===== src/hw/rtl/gn3_pkg.sv =====
package gn3_pkg;

    localparam int FRAC_BITS_DEF  = 16;
    localparam int LATTICE_PERIOD = 256;
    localparam int CELL_BITS      = $clog2(LATTICE_PERIOD);
    localparam int NUM_STAGES     = 8;
    localparam int NUM_CORNERS    = 8;
    localparam logic signed [17:0] Q16_ONE = 18'sd65536;
    localparam logic [20:0] POLY_TEN = 21'd655360;
    localparam logic signed [19:0] OUT_MAX = 20'sd32767;
    localparam logic signed [19:0] OUT_MIN = -20'sd32768;

    typedef logic [CELL_BITS-1:0] t_cell;
    typedef logic [3:0] t_hash;

    localparam logic [7:0] PERM_TAB [LATTICE_PERIOD] = '{
        8'd151, 8'd160, 8'd137, 8'd91,  8'd90,  8'd15,  8'd131, 8'd13,
        8'd201, 8'd95,  8'd96,  8'd53,  8'd194, 8'd233, 8'd7,   8'd225,
        8'd140, 8'd36,  8'd103, 8'd30,  8'd69,  8'd142, 8'd8,   8'd99,
        8'd37,  8'd240, 8'd21,  8'd10,  8'd23,  8'd190, 8'd6,   8'd148,
        8'd247, 8'd120, 8'd234, 8'd75,  8'd0,   8'd26,  8'd197, 8'd62,
        8'd94,  8'd252, 8'd219, 8'd203, 8'd117, 8'd35,  8'd11,  8'd32,
        8'd57,  8'd177, 8'd33,  8'd88,  8'd237, 8'd149, 8'd56,  8'd87,
        8'd174, 8'd20,  8'd125, 8'd136, 8'd171, 8'd168, 8'd68,  8'd175,
        8'd74,  8'd165, 8'd71,  8'd134, 8'd139, 8'd48,  8'd27,  8'd166,
        8'd77,  8'd146, 8'd158, 8'd231, 8'd83,  8'd111, 8'd229, 8'd122,
        8'd60,  8'd211, 8'd133, 8'd230, 8'd220, 8'd105, 8'd92,  8'd41,
        8'd55,  8'd46,  8'd245, 8'd40,  8'd244, 8'd102, 8'd143, 8'd54,
        8'd65,  8'd25,  8'd63,  8'd161, 8'd1,   8'd216, 8'd80,  8'd73,
        8'd209, 8'd76,  8'd132, 8'd187, 8'd208, 8'd89,  8'd18,  8'd169,
        8'd200, 8'd196, 8'd135, 8'd130, 8'd116, 8'd188, 8'd159, 8'd86,
        8'd164, 8'd100, 8'd109, 8'd198, 8'd173, 8'd186, 8'd3,   8'd64,
        8'd52,  8'd217, 8'd226, 8'd250, 8'd124, 8'd123, 8'd5,   8'd202,
        8'd38,  8'd147, 8'd118, 8'd126, 8'd255, 8'd82,  8'd85,  8'd212,
        8'd207, 8'd206, 8'd59,  8'd227, 8'd47,  8'd16,  8'd58,  8'd17,
        8'd182, 8'd189, 8'd28,  8'd42,  8'd223, 8'd183, 8'd170, 8'd213,
        8'd119, 8'd248, 8'd152, 8'd2,   8'd44,  8'd154, 8'd163, 8'd70,
        8'd221, 8'd153, 8'd101, 8'd155, 8'd167, 8'd43,  8'd172, 8'd9,
        8'd129, 8'd22,  8'd39,  8'd253, 8'd19,  8'd98,  8'd108, 8'd110,
        8'd79,  8'd113, 8'd224, 8'd232, 8'd178, 8'd185, 8'd112, 8'd104,
        8'd218, 8'd246, 8'd97,  8'd228, 8'd251, 8'd34,  8'd242, 8'd193,
        8'd238, 8'd210, 8'd144, 8'd12,  8'd191, 8'd179, 8'd162, 8'd241,
        8'd81,  8'd51,  8'd145, 8'd235, 8'd249, 8'd14,  8'd239, 8'd107,
        8'd49,  8'd192, 8'd214, 8'd31,  8'd181, 8'd199, 8'd106, 8'd157,
        8'd184, 8'd84,  8'd204, 8'd176, 8'd115, 8'd121, 8'd50,  8'd45,
        8'd127, 8'd4,   8'd150, 8'd254, 8'd138, 8'd236, 8'd205, 8'd93,
        8'd222, 8'd114, 8'd67,  8'd29,  8'd24,  8'd72,  8'd243, 8'd141,
        8'd128, 8'd195, 8'd78,  8'd66,  8'd215, 8'd61,  8'd156, 8'd180
    };

    function automatic t_cell perm(input t_cell i);
        return t_cell'(PERM_TAB[i]);
    endfunction

    // Edge gradient dot product; hashes below four take y as second term.
    function automatic logic signed [18:0] grad(input t_hash h,
                                                input logic signed [17:0] x,
                                                input logic signed [17:0] y,
                                                input logic signed [17:0] z);
        logic signed [18:0] u;
        logic signed [18:0] v;
        u = (h[3] == 1'b0) ? 19'(x) : 19'(y);
        if (h[3:2] == 2'b00) begin
            v = 19'(y);
        end else if (h == 4'd12 || h == 4'd14) begin
            v = 19'(x);
        end else begin
            v = 19'(z);
        end
        return (h[0] ? -u : u) + (h[1] ? -v : v);
    endfunction

    // a + floor(f * (b - a) / 2^16).
    function automatic logic signed [18:0] mix_q16(input logic [16:0] f,
                                                   input logic signed [18:0] a,
                                                   input logic signed [18:0] b);
        logic signed [19:0] d;
        logic signed [37:0] p;
        d = 20'(b) - 20'(a);
        p = $signed({1'b0, f}) * d;
        return a + 19'(p >>> 16);
    endfunction

endpackage


===== src/hw/rtl/gn3_fade.sv =====
module gn3_fade import gn3_pkg::*; (
    input  logic        i_clk,
    input  logic [2:0]  i_en,
    input  logic [15:0] i_t,
    output logic [15:0] o_t,
    output logic [16:0] o_fade
);

    logic [15:0] r_t1, r_t2, r_t3;
    logic [15:0] r_sq;
    logic [15:0] r_cube;
    logic [20:0] r_poly;
    logic [31:0] w_sq;
    logic [31:0] w_cube;
    logic [36:0] w_fade;

    assign w_sq   = i_t * i_t;
    assign w_cube = r_sq * r_t1;
    assign w_fade = r_cube * r_poly;

    always_ff @(posedge i_clk) begin
        if (i_en[0]) begin
            r_t1 <= i_t;
            r_sq <= w_sq[31:16];
        end
        if (i_en[1]) begin
            r_t2   <= r_t1;
            r_cube <= w_cube[31:16];
            r_poly <= 21'(6 * r_sq) + POLY_TEN - 21'(15 * r_t1);
        end
        if (i_en[2]) begin
            r_t3   <= r_t2;
            o_fade <= w_fade[32:16];
        end
    end

    assign o_t = r_t3;

endmodule


===== config.mk =====
export PLATFORM = sky130hd
export DESIGN_NAME = gn3_fade
export DESIGN_NICKNAME = d
export VERILOG_FILES = /design/src/hw/rtl/gn3_pkg.sv /design/src/hw/rtl/gn3_fade.sv
export SDC_FILE = /design/constraint.sdc
export NUM_CORES = 2
export LEC_CHECK = 0
export BUFFER_PORTS_ARGS = -buffer_cell sky130_fd_sc_hd__buf_4
export CELL_PAD_IN_SITES_DETAIL_PLACEMENT = 0
export CELL_PAD_IN_SITES_GLOBAL_PLACEMENT = 1
export CORE_AREA = 3 3 258 260
export CTS_CLUSTER_DIAMETER = 80
export DETAILED_ROUTE_END_ITERATION = 16
export DIE_AREA = 0 0 261 263
export GPL_TIMING_DRIVEN = 0
export HOLD_SLACK_MARGIN = 0.12
export PLACE_DENSITY_LB_ADDON = 0.1
export SLEW_MARGIN = 20
export SYNTH_ARGS = -nofsm -noshare
export SYNTH_HDL_FRONTEND = slang
export SYNTH_SLANG_ARGS = --single-unit

===== constraint.sdc =====
create_clock -name i_clk -period 7.5 [get_ports i_clk]
set_clock_uncertainty 0.1 [all_clocks]
set_input_delay 1.125 -clock i_clk [delete_from_list [all_inputs] [get_ports i_clk]]
set_output_delay 1.125 -clock i_clk [all_outputs]
set_load 0.03 [all_outputs]

==> metrics <==
syn_nets 4245; Worst Path Required about 7600 ps; Fillers 6030; total gr overflow 0; DP HPWL 66300 um; startpoint types input pin; die area 68600 um^2; post-synth top area cell fa_1; # hold bufs at CTS 0; Final #Nets 4336; Final Worst Setup Slack 241 ps; area growth from synthesis to layout 7.57%; commonest cells in the netlist 828 x inv_1, 660 x fa_1, 416 x nand2_1; DIE HEIGHT approximately 260 um; Critical Path End Type register; Avg Cell Area, Syn 9.60 um^2; total track usage 0.241; flop2flop setup slack 300 ps; count of flip-flops with a built-in enable after synthesis 117; GR peak layer met2; TritonCTS buffer count 17; Hold Fails Final Rpt 0; Routability Congestion between 0.9 and 1; count of cell types in the netlist 55; clock latency at the later pin of the worst-skew pair ~470 ps; core area 64300 um^2; Cell Area, Placed 32400 um^2; initial DRC count 968; pin count of the biggest net entering global routing 53; number of global-route vias before repair between 20000 and 25000; antenna cells 0; Synth area leaders fa_1 43%, ha_1 14%, edfxtp_1 11%; Cell Rows 93; met1 GRT Util 0.310; Async S/R FF share, synth 0; via density per instance 5.00; Cells after Synth 3219; Synth warnings 0; wire length per cell 18.6 um; WS Path Type input pin to register; count of pins over their slew limit 0; Primary FF master, synth edfxtp_1; Yosys top cell area share 0.428; worst-margin pin slew 837 ps; Root Buffer clkbuf_16; Clk pin slew, worst setup/hold paths ~50 ps; Tcrit/Tclk final 0.968; WHS 321 ps; Initial Utilization 0.480; worst hold path class register to register; number of max-cap violations 0; post-place setup slack -805 ps; design area 33200 um^2; # DRC 0; first-pass GRT wire length 127000 um; Boundary Pins 53; cell with the most instances after synthesis inv_1; RSZ-0062 raised after global routing true; clock sink total 117; Final ANT Viol Nets 0; total wire length between 70000 and 80000 um; fin crit period 7260 ps; CP Data Arrival Time 7370 ps; Slew headroom 0.442; Seq cells post-synth ~120; DR vias 20900; GR Util met2 0.426; FMAX approximately 0.14 GHz; I/O Buffers 52; TritonCTS clock tree yes; Die X 261 um; GR met3 Demand/Resource 0.0259; Crit Path Max Fanout 10; initial antenna violation count 2; share of layout cells above drive strength 1 0.0494; Pre-antenna DRT Iters 5; post-synthesis instance area around 31000 um^2; # setup viols final 0; Max clock buf depth 2; register area share after synthesis 0.114; status finished clean; H-tree depth 4
what timing repair did:
item                                    in CTS  in global routing
pin swaps                                    0                  1
setup buffers                                3                 22
gates resized for setup                     20                 50
endpoints found under the setup margin      22                 19
registers in the layout (all words and copies together), names as in the netlist:
register,count
r_poly,20
o_fade,17
o_t,16
r_cube,16
r_sq,16
r_t1,16
r_t2,16
routing by layer:
layer / share of wire / up-vias
met2: 0.51 / 345
met4: 0.028 / 0
met1: 0.43 / 10700
met3: 0.031 / 103
li1: - / 9759
met5: 0 / -
layout make-up:
cell class                 instances  area, um^2  share of cell area
multi-input combinational       2169       23900               0.720
sequential                       117        3510               0.106
clock inverter                    14         185             0.00557
clock buffer                      18         429              0.0129
timing repair buffer              77         578              0.0174
inverter                         829        3110              0.0936
tap                              855        1070              0.0322
buffer                            99         420              0.0127
cell usage in the layout (no fill, tap or decap), types with 12 or more instances in the layout:
| cell type | count |
|---|---|
| a21o_1 | 27 |
| a21oi_1 | 62 |
| and2_1 | 314 |
| buf_4 | 77 |
| clkbuf_1 | 65 |
| clkbuf_16 | 17 |
| clkbuf_2 | 30 |
| edfxtp_1 | 117 |
| fa_1 | 660 |
| ha_1 | 346 |
| inv_1 | 828 |
| nand2_1 | 416 |
| nand3_1 | 14 |
| nand4_1 | 15 |
| nor2_1 | 67 |
| nor3_1 | 14 |
| o21ai_0 | 25 |
| o21bai_1 | 12 |
| xnor2_1 | 64 |
| xor2_1 | 27 |
cell families (layout without fill, tap and decap cells):
family | after synthesis | count (layout) | share of synthesized area
xor gates and xnor gates | 91 | 91 | 0.0258
muxes | 3 | 3 | 0.00101
buffers and inverters | 933 | 1037 | 0.113
adders and majority gates | 1006 | 1006 | 0.568
AOI/OAI and AO/OA | 187 | 187 | 0.0398
DFF | 117 | 117 | 0.114
and+or+nand+nor | 882 | 882 | 0.139
worst paths after layout:
path,startpoint,endpoint,cells after the start
hold reg to reg,r_t2[13]$_DFFE_PP_,o_t[13]$_DFFE_PP_,0
setup / recovery,i_t[6],r_sq[15]$_DFFE_PP_,22
setup reg to reg,r_poly[10]$_DFFE_PP_,o_fade[16]$_DFFE_PP_,21
hold / removal,r_t2[13]$_DFFE_PP_,o_t[13]$_DFFE_PP_,0
worst max-delay path, stage by stage:
cell,delay [ps]
buf_4,190
clkbuf_4,260
nand2_1,130
fa_1,550
inv_1,70
fa_1,510
inv_1,60
fa_1,540
inv_1,50
fa_1,500
fa_1,530
fa_1,420
ha_1,350
a211oi_2,270
nand2_1,80
a221o_1,340
a22o_1,350
a41oi_4,280
o211ai_2,170
a221o_1,390
a21oi_2,160
xnor2_1,70
per-stage QoR:
step / setup TNS [ps] / utilization / cells
floorplan: 0 / - / 3219
global placement: -10080 / 0.503 / 4126
detailed placement: -10170 / 0.503 / 4126
CTS: 0 / 0.513 / 4158
global route: -18.0 / 0.516 / 4178
finish: 0 / 0.516 / 4178
Power is not shown: default switching activity piles up to over one toggle a cycle in this logic, so the estimate is an artifact.
